--- src/hdl/rpl_pkg.sv ---
// shared types, widths and constants of the rms peak led meter
package rpl_pkg;

  localparam int unsigned MaxFrame = 4096;
  localparam int unsigned CntW     = $clog2(MaxFrame + 1);

  localparam int unsigned SmpW  = 16;
  localparam int unsigned MagW  = 16;
  localparam int unsigned SqW   = 2 * MagW;
  localparam int unsigned SumW  = 2 * MagW - 2 + CntW;
  localparam int unsigned MeanW = 32;
  localparam int unsigned RmsW  = 16;
  localparam int unsigned LedW  = 8;
  localparam int unsigned DecW  = 16;
  localparam int unsigned PctW  = 7;
  localparam int unsigned PrdW  = RmsW + PctW;
  localparam int unsigned GprW  = PctW + LedW;

  // shared divider: dividend as wide as the square sum, divisor as wide as the peak
  localparam int unsigned DivW    = SumW;
  localparam int unsigned DvsW    = 16;
  localparam int unsigned DivCntW = $clog2(DivW);

  // floor(x / 100) as (x * 5243) >> 19, exact for any x below 2^15
  localparam int unsigned RecipW   = 13;
  localparam int unsigned RecipSh  = 19;
  localparam logic [RecipW-1:0] Recip100 = 13'd5243;

  localparam int unsigned CfgDataW = 16;

  localparam logic [LedW-1:0] LedMaxRst  = 8'd24;
  localparam logic [DecW-1:0] DecayRst   = 16'd328;
  localparam logic [PctW-1:0] Hundred    = 7'd100;

  typedef enum logic [0:0] {
    CFG_LED_MAX = 1'b0,
    CFG_DECAY   = 1'b1
  } cfg_idx_e;

  typedef enum logic [3:0] {
    ST_IDLE,
    ST_SQUARE,
    ST_ADD,
    ST_MEAN_GO,
    ST_MEAN_WAIT,
    ST_SQRT_GO,
    ST_SQRT_WAIT,
    ST_CMP,
    ST_PCT_GO,
    ST_PCT_WAIT,
    ST_GRN,
    ST_FIN
  } state_e;

  typedef struct packed {
    logic busy;
    logic done;
  } unit_stat_t;

endpackage

--- src/hdl/rpl_if.sv ---
// valid/ready channel interfaces for sample input and led result output
interface rpl_in_if;
  import rpl_pkg::*;

  logic                   valid;
  logic                   ready;
  logic signed [SmpW-1:0] sample;
  logic                   last_of_frame;

  modport source (output valid, output sample, output last_of_frame, input ready);
  modport sink   (input valid, input sample, input last_of_frame, output ready);
endinterface

interface rpl_out_if;
  import rpl_pkg::*;

  logic            valid;
  logic            ready;
  logic [LedW-1:0] red_level;
  logic [LedW-1:0] green_level;
  logic [LedW-1:0] blue_level;
  logic [RmsW-1:0] rms_value;

  modport source (output valid, output red_level, output green_level, output blue_level,
                  output rms_value, input ready);
  modport sink   (input valid, input red_level, input green_level, input blue_level,
                  input rms_value, output ready);
endinterface

--- src/hdl/rpl_div.sv ---
// shared restoring divider, one quotient bit per cycle
module rpl_div (
  input  logic                         clk_i,
  input  logic                         rst_ni,
  input  logic                         start_i,
  input  logic [rpl_pkg::DivW-1:0]     dividend_i,
  input  logic [rpl_pkg::DvsW-1:0]     divisor_i,
  output rpl_pkg::unit_stat_t          stat_o,
  output logic [rpl_pkg::DivW-1:0]     quot_o
);
  import rpl_pkg::*;

  logic               busy_q, busy_d;
  logic               done_q, done_d;
  logic [DivCntW-1:0] cnt_q, cnt_d;
  logic [DivW-1:0]    quo_q, quo_d;
  logic [DvsW-1:0]    rem_q, rem_d;
  logic [DvsW-1:0]    dvs_q, dvs_d;

  logic [DvsW:0] rem_sh;
  logic [DvsW:0] diff;
  logic          ge;

  assign rem_sh = {rem_q, quo_q[DivW-1]};
  assign diff   = rem_sh - {1'b0, dvs_q};
  assign ge     = ~diff[DvsW];

  always_comb begin
    busy_d = busy_q;
    done_d = 1'b0;
    cnt_d  = cnt_q;
    quo_d  = quo_q;
    rem_d  = rem_q;
    dvs_d  = dvs_q;
    if (start_i) begin
      busy_d = 1'b1;
      cnt_d  = '0;
      quo_d  = dividend_i;
      rem_d  = '0;
      dvs_d  = divisor_i;
    end else if (busy_q) begin
      quo_d = {quo_q[DivW-2:0], ge};
      rem_d = ge ? diff[DvsW-1:0] : rem_sh[DvsW-1:0];
      cnt_d = cnt_q + 1'b1;
      if (cnt_q == DivCntW'(DivW - 1)) begin
        busy_d = 1'b0;
        done_d = 1'b1;
      end
    end
  end

  always_ff @(posedge clk_i or negedge rst_ni) begin
    if (!rst_ni) begin
      busy_q <= 1'b0;
      done_q <= 1'b0;
      cnt_q  <= '0;
    end else begin
      busy_q <= busy_d;
      done_q <= done_d;
      cnt_q  <= cnt_d;
    end
  end

  always_ff @(posedge clk_i) begin
    quo_q <= quo_d;
    rem_q <= rem_d;
    dvs_q <= dvs_d;
  end

  assign stat_o.busy = busy_q;
  assign stat_o.done = done_q;
  assign quot_o      = quo_q;

endmodule

--- src/hdl/rpl_isqrt.sv ---
// iterative integer square root, one result bit per cycle
module rpl_isqrt (
  input  logic                      clk_i,
  input  logic                      rst_ni,
  input  logic                      start_i,
  input  logic [rpl_pkg::MeanW-1:0] val_i,
  output rpl_pkg::unit_stat_t       stat_o,
  output logic [rpl_pkg::RmsW-1:0]  root_o
);
  import rpl_pkg::*;

  localparam logic [MeanW-1:0] Bit0 = MeanW'(1) << (MeanW - 2);

  logic             busy_q, busy_d;
  logic             done_q, done_d;
  logic [MeanW-1:0] v_q, v_d;
  logic [MeanW-1:0] root_q, root_d;
  logic [MeanW-1:0] bit_q, bit_d;
  logic [MeanW-1:0] trial;

  assign trial = root_q + bit_q;

  always_comb begin
    busy_d = busy_q;
    done_d = 1'b0;
    v_d    = v_q;
    root_d = root_q;
    bit_d  = bit_q;
    if (start_i) begin
      busy_d = 1'b1;
      v_d    = val_i;
      root_d = '0;
      bit_d  = Bit0;
    end else if (busy_q) begin
      if (v_q >= trial) begin
        v_d    = v_q - trial;
        root_d = (root_q >> 1) + bit_q;
      end else begin
        root_d = root_q >> 1;
      end
      bit_d = bit_q >> 2;
      // lowest bit pair ends the pass
      if (bit_q[0]) begin
        busy_d = 1'b0;
        done_d = 1'b1;
      end
    end
  end

  always_ff @(posedge clk_i or negedge rst_ni) begin
    if (!rst_ni) begin
      busy_q <= 1'b0;
      done_q <= 1'b0;
    end else begin
      busy_q <= busy_d;
      done_q <= done_d;
    end
  end

  always_ff @(posedge clk_i) begin
    v_q    <= v_d;
    root_q <= root_d;
    bit_q  <= bit_d;
  end

  assign stat_o.busy = busy_q;
  assign stat_o.done = done_q;
  assign root_o      = root_q[RmsW-1:0];

endmodule

--- src/hdl/rms_peak_led_meter_core.sv ---
// top level: sample accumulation, frame rms, peak hold with decay and led levels
//
// Each accepted sample word passes three steps: accept, square, accumulate into the
// 43-bit square sum (up to 4096 samples a frame count; later ones are dropped until
// the frame closes). A word marked last_of_frame then runs the frame math through
// one shared bit-serial divider and a bit-serial square root. A frame that sets a
// new peak, or that finds the held peak at zero, ends there; any other frame also
// runs the green share, which needs one more division and a reciprocal multiply
// for the scale by one hundredth. Input ready is low from accept until the block
// is back in idle. Results leave through an output register, so the next sample
// word is taken while a result still waits; a frame only stalls at its end when
// the previous result has not been taken yet. Configuration writes take effect at
// once and belong between frames.
module rms_peak_led_meter_core (
  input  logic                           clk_i,
  input  logic                           rst_ni,
  rpl_in_if.sink                         in_ch,
  rpl_out_if.source                      out_ch,
  input  logic                           cfg_we_i,
  input  rpl_pkg::cfg_idx_e              cfg_idx_i,
  input  logic [rpl_pkg::CfgDataW-1:0]   cfg_data_i
);
  import rpl_pkg::*;

  state_e state_q, state_d;

  logic [SumW-1:0] sum_q;
  logic [CntW-1:0] cnt_q;
  logic [RmsW-1:0] peak_q;
  logic            tog_q;
  logic [LedW-1:0] led_max_q;
  logic [DecW-1:0] decay_q;

  logic [MagW-1:0] mag_q;
  logic            last_q;
  logic [SqW-1:0]  sq_q;
  logic [RmsW-1:0] rms_q;
  logic [PrdW-1:0] prod_q;
  logic [GprW-1:0] gprod_q;
  logic [LedW-1:0] red_q, green_q, blue_q;

  logic            out_vld_q;
  logic [LedW-1:0] out_red_q, out_green_q, out_blue_q;
  logic [RmsW-1:0] out_rms_q;

  logic             div_start, sqrt_start;
  logic [DivW-1:0]  div_dividend;
  logic [DvsW-1:0]  div_divisor;
  unit_stat_t       div_stat, sqrt_stat;
  logic [DivW-1:0]  div_quot;
  logic [RmsW-1:0]  sqrt_root;
  logic [MeanW-1:0] mean;
  logic [MagW-1:0]  mag;
  logic             out_free;
  logic [RmsW-1:0]  peak_decayed;
  logic [GprW+RecipW-1:0] grn_prod;

  rpl_div u_div (
    .clk_i      (clk_i),
    .rst_ni     (rst_ni),
    .start_i    (div_start),
    .dividend_i (div_dividend),
    .divisor_i  (div_divisor),
    .stat_o     (div_stat),
    .quot_o     (div_quot)
  );

  rpl_isqrt u_isqrt (
    .clk_i   (clk_i),
    .rst_ni  (rst_ni),
    .start_i (sqrt_start),
    .val_i   (mean),
    .stat_o  (sqrt_stat),
    .root_o  (sqrt_root)
  );

  assign mag = in_ch.sample[SmpW-1] ? MagW'(~in_ch.sample + 1'b1) : MagW'(in_ch.sample);
  // mean square never passes 2^30, saturation only guards the upper quotient bits
  assign mean = (div_quot[DivW-1:MeanW] != '0) ? '1 : div_quot[MeanW-1:0];
  assign out_free = ~out_vld_q | out_ch.ready;
  assign peak_decayed = (peak_q > decay_q) ? (peak_q - decay_q) : '0;
  assign grn_prod = gprod_q * Recip100;

  // next state
  always_comb begin
    state_d = state_q;
    unique case (state_q)
      ST_IDLE:      if (in_ch.valid) state_d = ST_SQUARE;
      ST_SQUARE:    state_d = ST_ADD;
      ST_ADD:       state_d = last_q ? ST_MEAN_GO : ST_IDLE;
      ST_MEAN_GO:   state_d = ST_MEAN_WAIT;
      ST_MEAN_WAIT: if (div_stat.done) state_d = ST_SQRT_GO;
      ST_SQRT_GO:   state_d = ST_SQRT_WAIT;
      ST_SQRT_WAIT: if (sqrt_stat.done) state_d = ST_CMP;
      ST_CMP: begin
        if ((rms_q > peak_q) || (peak_q == '0)) state_d = ST_FIN;
        else state_d = ST_PCT_GO;
      end
      ST_PCT_GO:    state_d = ST_PCT_WAIT;
      ST_PCT_WAIT:  if (div_stat.done) state_d = ST_GRN;
      ST_GRN:       state_d = ST_FIN;
      ST_FIN:       if (out_free) state_d = ST_IDLE;
      default:      state_d = ST_IDLE;
    endcase
  end

  // unit control and operand selection
  always_comb begin
    div_start    = 1'b0;
    sqrt_start   = 1'b0;
    div_dividend = sum_q;
    div_divisor  = DvsW'(cnt_q);
    unique case (state_q)
      ST_MEAN_GO: div_start = 1'b1;
      ST_SQRT_GO: sqrt_start = 1'b1;
      ST_PCT_GO: begin
        div_start    = 1'b1;
        div_dividend = DivW'(prod_q);
        div_divisor  = peak_q;
      end
      default: begin
        div_start  = 1'b0;
        sqrt_start = 1'b0;
      end
    endcase
  end

  always_ff @(posedge clk_i or negedge rst_ni) begin
    if (!rst_ni) begin
      state_q   <= ST_IDLE;
      sum_q     <= '0;
      cnt_q     <= '0;
      peak_q    <= '0;
      tog_q     <= 1'b0;
      out_vld_q <= 1'b0;
    end else begin
      state_q <= state_d;
      if ((state_q == ST_FIN) && out_free) out_vld_q <= 1'b1;
      else if (out_ch.ready) out_vld_q <= 1'b0;
      case (state_q)
        ST_ADD: begin
          if (cnt_q < CntW'(MaxFrame)) begin
            sum_q <= sum_q + SumW'(sq_q);
            cnt_q <= cnt_q + 1'b1;
          end
        end
        ST_CMP: begin
          if (rms_q > peak_q) begin
            peak_q <= rms_q;
            tog_q  <= ~tog_q;
          end
        end
        ST_FIN: begin
          if (out_free) begin
            peak_q    <= peak_decayed;
            sum_q     <= '0;
            cnt_q     <= '0;
          end
        end
        default: ;
      endcase
    end
  end

  // configuration registers
  always_ff @(posedge clk_i or negedge rst_ni) begin
    if (!rst_ni) begin
      led_max_q <= LedMaxRst;
      decay_q   <= DecayRst;
    end else if (cfg_we_i) begin
      unique case (cfg_idx_i)
        CFG_LED_MAX: led_max_q <= cfg_data_i[LedW-1:0];
        CFG_DECAY:   decay_q   <= cfg_data_i[DecW-1:0];
      endcase
    end
  end

  // datapath registers
  always_ff @(posedge clk_i) begin
    case (state_q)
      ST_IDLE: begin
        mag_q  <= mag;
        last_q <= in_ch.last_of_frame;
      end
      ST_SQUARE: sq_q <= mag_q * mag_q;
      ST_SQRT_WAIT: rms_q <= sqrt_root;
      ST_CMP: begin
        prod_q  <= rms_q * Hundred;
        red_q   <= '0;
        green_q <= '0;
        blue_q  <= '0;
        if (rms_q > peak_q) begin
          if (tog_q) red_q <= led_max_q;
          else blue_q <= led_max_q;
        end
      end
      ST_PCT_WAIT: gprod_q <= div_quot[PctW-1:0] * led_max_q;
      ST_GRN: green_q <= grn_prod[RecipSh +: LedW];
      ST_FIN: begin
        if (out_free) begin
          out_red_q   <= red_q;
          out_green_q <= green_q;
          out_blue_q  <= blue_q;
          out_rms_q   <= rms_q;
        end
      end
      default: ;
    endcase
  end

  assign in_ch.ready        = (state_q == ST_IDLE);
  assign out_ch.valid       = out_vld_q;
  assign out_ch.red_level   = out_red_q;
  assign out_ch.green_level = out_green_q;
  assign out_ch.blue_level  = out_blue_q;
  assign out_ch.rms_value   = out_rms_q;

endmodule

--- src/flat_wrapper.sv ---
// flat-port wrapper written by rule: the top's interface ports become plain ports
module rms_peak_led_meter_core_flat import rpl_pkg::*;
  (clk_i, rst_ni, cfg_we_i, cfg_idx_i, cfg_data_i, in_ch_valid, in_ch_sample, in_ch_last_of_frame, in_ch_ready, out_ch_valid, out_ch_red_level, out_ch_green_level, out_ch_blue_level, out_ch_rms_value, out_ch_ready);
  rpl_in_if in_ch_i ();
  rpl_out_if out_ch_i ();
  input  logic clk_i;
  input  logic rst_ni;
  input  logic cfg_we_i;
  input  rpl_pkg::cfg_idx_e cfg_idx_i;
  input  logic [rpl_pkg::CfgDataW-1:0] cfg_data_i;
  input wire logic [$bits(in_ch_i.valid)-1:0] in_ch_valid;
  input wire logic [$bits(in_ch_i.sample)-1:0] in_ch_sample;
  input wire logic [$bits(in_ch_i.last_of_frame)-1:0] in_ch_last_of_frame;
  output wire logic [$bits(in_ch_i.ready)-1:0] in_ch_ready;
  output wire logic [$bits(out_ch_i.valid)-1:0] out_ch_valid;
  output wire logic [$bits(out_ch_i.red_level)-1:0] out_ch_red_level;
  output wire logic [$bits(out_ch_i.green_level)-1:0] out_ch_green_level;
  output wire logic [$bits(out_ch_i.blue_level)-1:0] out_ch_blue_level;
  output wire logic [$bits(out_ch_i.rms_value)-1:0] out_ch_rms_value;
  input wire logic [$bits(out_ch_i.ready)-1:0] out_ch_ready;
  assign in_ch_i.valid = in_ch_valid;
  assign in_ch_i.sample = in_ch_sample;
  assign in_ch_i.last_of_frame = in_ch_last_of_frame;
  assign in_ch_ready = in_ch_i.ready;
  assign out_ch_valid = out_ch_i.valid;
  assign out_ch_red_level = out_ch_i.red_level;
  assign out_ch_green_level = out_ch_i.green_level;
  assign out_ch_blue_level = out_ch_i.blue_level;
  assign out_ch_rms_value = out_ch_i.rms_value;
  assign out_ch_i.ready = out_ch_ready;
  rms_peak_led_meter_core u_core (.clk_i(clk_i), .rst_ni(rst_ni), .in_ch(in_ch_i), .out_ch(out_ch_i), .cfg_we_i(cfg_we_i), .cfg_idx_i(cfg_idx_i), .cfg_data_i(cfg_data_i));
endmodule
--- config.mk ---
export PLATFORM = sky130hd
export DESIGN_NAME = rms_peak_led_meter_core_flat
export DESIGN_NICKNAME = d
export VERILOG_FILES = /design/src/hdl/rpl_pkg.sv /design/src/hdl/rpl_if.sv /design/src/hdl/rpl_div.sv /design/src/hdl/rpl_isqrt.sv /design/src/hdl/rms_peak_led_meter_core.sv /design/src/flat_wrapper.sv
export SDC_FILE = /design/constraint.sdc
export NUM_CORES = 2
export LEC_CHECK = 0
export ABC_AREA = 1
export BUFFER_PORTS_ARGS = -buffer_cell sky130_fd_sc_hd__buf_2
export CORE_MARGIN = 2
export CORE_UTILIZATION = 45
export DETAILED_ROUTE_END_ITERATION = 8
export PLACE_DENSITY_LB_ADDON = 0.1
export SLEW_MARGIN = 10
export SYNTH_ARGS = -nofsm -noshare
export SYNTH_HDL_FRONTEND = slang
export SYNTH_SLANG_ARGS = --single-unit
--- constraint.sdc ---
create_clock -name clk_i -period 6 [get_ports clk_i]
set_input_delay 1.2 -clock clk_i [delete_from_list [all_inputs] [get_ports clk_i]]
set_output_delay 1.2 -clock clk_i [all_outputs]
set_load 0.05 [all_outputs]
==> results.sh <==
export IMPL_status="completed"
export IMPL_hold_viol=0
export IMPL_async_flop_share_pct=26.0
export IMPL_finalCritPeriodShare_pct=95.2
export IMPL_hp_class="flop to flop"
export IMPL_synthTopCellsByArea="edfxtp_1 19%, ha_1 13%, fa_1 13%"
export IMPL_crit_arrival_ps=6090
export IMPL_cts_max_level=2
export IMPL_skew_ps=28.6
export IMPL_vias_per_cell=5.16
export IMPL_syn_inst=5248
export IMPL_route_detailed_drc=0
export IMPL_cp_end_kind="flop"
export IMPL_finalSetupTns_ps=0
export IMPL_stdcell_area_um2=44700
export IMPL_ant_nets=0
export IMPL_io_pins=81
export IMPL_first_pass_iters=6
export IMPL_insertion_delay_ps=650
export IMPL_wl_met2_mm=49.7
export IMPL_vias=33800
export IMPL_start_kind="flop"
export IMPL_cts_root_buf="clkbuf_16"
export IMPL_first_global_vias=33500
export IMPL_slowest_delay_ps=530
export IMPL_fin_crit_ps=5710
export IMPL_cts_tree="built"
export IMPL_grt_overflow_total=0
export IMPL_cts_hold_buf=0
export IMPL_grt_use_total_pct=24.5
export IMPL_highest_layer="met4"
export IMPL_syn_avg_cell_area_um2=7.81
export IMPL_worstPathCellList="nand2_1 > inv_1 > fa_1 > inv_1 > fa_1 > inv_1 > fa_1 > inv_1 > fa_1 > inv_1 > fa_1 > inv_1 > fa_1 > inv_1 > ha_1 > nand2_1 > nor2_1 > inv_1 > o21ai_0 > nand3b_1 > o2111ai_1 > nand2_1"
export IMPL_crit_top_cell="inv_1"
export IMPL_drv_cap=0
export IMPL_r2r_end="u_core.sq_q[28]"
export IMPL_layout_nets=6071
export IMPL_synth_top_cell_by_area="edfxtp_1"
export IMPL_initial_core_util_pct=45.5
export IMPL_grt_max_degree=72
export IMPL_hp_start="u_core.blue_q[2]"
export IMPL_fmax_ghz=0.175
export IMPL_r2r_cells=22
export IMPL_port_buffers=80
export IMPL_fillers=9015
export IMPL_syn_cell_area_um2=41000
export IMPL_cp_max_fo=6
export IMPL_ys_flop_type="edfxtp_1"
export IMPL_synth_edff_count=255
export IMPL_drv_slew=0
export IMPL_cts_sinks=431
export IMPL_grt_pass1_wl_mm=182
export IMPL_path_clk_slew_ps=70
export IMPL_postPlaceCellArea_um2=42700
export IMPL_cts_buffer_depth=3
export IMPL_yosysTopAreaCellShare_pct=18.7
export IMPL_drive_above_1_share_pct=5.40
export IMPL_slew_headroom_pct=21.9
export IMPL_ys_warnings_count=0
export IMPL_fp_dieH_um=306
export IMPL_drt_iter0_markers=2471
export IMPL_holdPathEnd="u_core.out_ch.blue_level[2]"
export IMPL_worstReg2RegStart="u_core.mag_q[2]"
export IMPL_worst_pin_slew_ps=1170
export IMPL_yosysSeqAreaShare_pct=28.7
export IMPL_die_width_um=306
export IMPL_synth_common_cells="1,282 x nand2_1, 1,036 x inv_1, 437 x ha_1"
export IMPL_die_area_um2=93500
export IMPL_rsz0062_at_grt="no"
export IMPL_synth_seq_cells=431
export IMPL_gp_congestion=0.939
export IMPL_wl_per_cell_um=17.1
export IMPL_n_antenna_cell=0
export IMPL_synth_cell_types=60
export IMPL_wl_mm=112
export IMPL_row_count=110
export IMPL_multi_input_area_um2=24900
export IMPL_drt_met1_wl_mm=55.4
export IMPL_path_class="flop to flop"
export IMPL_syn2layout_area_growth_pct=9.10
export IMPL_holdPathStages=0
export IMPL_seq_area_um2=11700
export IMPL_synth_nets=5997
export IMPL_rrSetupSlack_ps=290
export IMPL_dpl_hpwl_mm=89.5
export IMPL_antenna_found_initial=1
export IMPL_synth_most_common_cell="nand2_1"
export IMPL_wl_met3_mm=5.23
export IMPL_cp_required_ps=6380
export IMPL_setup_violations=0
export IMPL_cts_buffers=54
export IMPL_crit_slowest_cell="fa_1"
export IMPL_core_area_um2=90100
[what timing repair did]
item / CTS / global route
buffers inserted: 0 / 12
gates resized for setup: 0 / 9
setup endpoints to repair: 0 / 10
[sequential cells by signal, summed over array words and instances, names as in the netlist, 13 cells and up]
signal / count
u_core.peak_q: 16
u_core.gprod_q: 15
u_core.decay_q: 16
u_core.u_div.quot_o: 43
u_core.u_div.rem_q: 16
u_core.mag_q: 16
u_core.u_isqrt.v_q: 32
u_core.sum_q: 43
u_core.sq_q: 31
u_core.rms_q: 16
u_core.cnt_q: 13
u_core.prod_q: 21
u_core.u_isqrt.bit_q: 16
u_core.out_ch.rms_value: 16
u_core.u_isqrt.root_q: 32
u_core.u_div.dvs_q: 16
[worst max-delay path, delay by kind of cell (launching register included)]
family	cells	cell delay, ps
DFF	1	490
buffers and inverters	8	420
AOI/OAI and AO/OA	2	540
adders and majority gates	7	3360
and+or+nand+nor	5	660
[through the flow]
step,utilization (%),hold slack [ps],worst slack (ps),std cells
2_1_floorplan,-,400,454,5248
3_3_place_gp,47.4,402,279,6430
3_5_place_dp,47.4,405,237,6430
4_1_cts,49.5,414,221,6532
5_1_grt,49.6,420,17.5,6544
6_report,49.6,411,290,6544
[metal layers]
layer / vias to the layer above / track usage [%]
li1: 16900 / -
met1: 16000 / 36.2
met2: 727 / 38.8
met3: 99 / 2.87
met4: 0 / 4.49
met5: - / 0
[cell usage in the layout, fill, tap and decap left out, types with 20 or more instances in the layout]
cell type | synthesis | final
buf_4 | 1 | 57
a21oi_1 | 321 | 318
xor2_1 | 92 | 92
o22ai_1 | 20 | 20
nand3b_1 | 26 | 26
inv_1 | 1036 | 1034
dfrtp_1 | 107 | 107
nand2_1 | 1282 | 1282
clkbuf_16 | 0 | 55
xnor2_1 | 51 | 51
ha_1 | 437 | 437
nand4_1 | 37 | 37
o21bai_1 | 31 | 31
nor2_1 | 347 | 340
nor3_1 | 61 | 60
nor4_1 | 21 | 21
fa_1 | 273 | 273
nand3_1 | 249 | 247
buf_2 | 10 | 79
o21ai_0 | 241 | 238
dfxtp_1 | 64 | 64
edfxtp_1 | 255 | 255
[logic make-up after synthesis]
logic type	Yosys count	share of synthesized area (%)
AOI/OAI and AO/OA	736	9.98
xor gates and xnor gates	143	3.06
adders and majority gates	710	26.7
buffers and inverters	1161	10.8
DFF	431	28.7
and+or+nand+nor	2067	20.9
[final cells by class]
type	instances	share of cell area, %
clock buffers	67	3.25
repair buffers	136	1.84
clock inverters	35	0.932
flip-flops and latches	431	26.3
inverters	1043	8.76
multi-input cells	3656	55.7
well taps	1176	3.29
[worst max-delay path by stage]
| stage | from | end | cells after the start |
|---|---|---|---|
| 5_1_grt | u_core.mag_q[8] | u_core.sq_q[20] | 21 |
| 3_5_place_dp | u_core.mag_q[8] | u_core.sq_q[27] | 21 |
| 4_1_cts | u_core.mag_q[8] | u_core.sq_q[27] | 21 |
| 6_report | u_core.mag_q[2] | u_core.sq_q[28] | 22 |
| 3_3_place_gp | u_core.mag_q[2] | u_core.sq_q[28] | 22 |
| 2_1_floorplan | u_core.mag_q[2] | u_core.sq_q[25] | 21 |
Power is not shown: default switching activity piles up to over one toggle a cycle in this logic, so the estimate is an artifact.
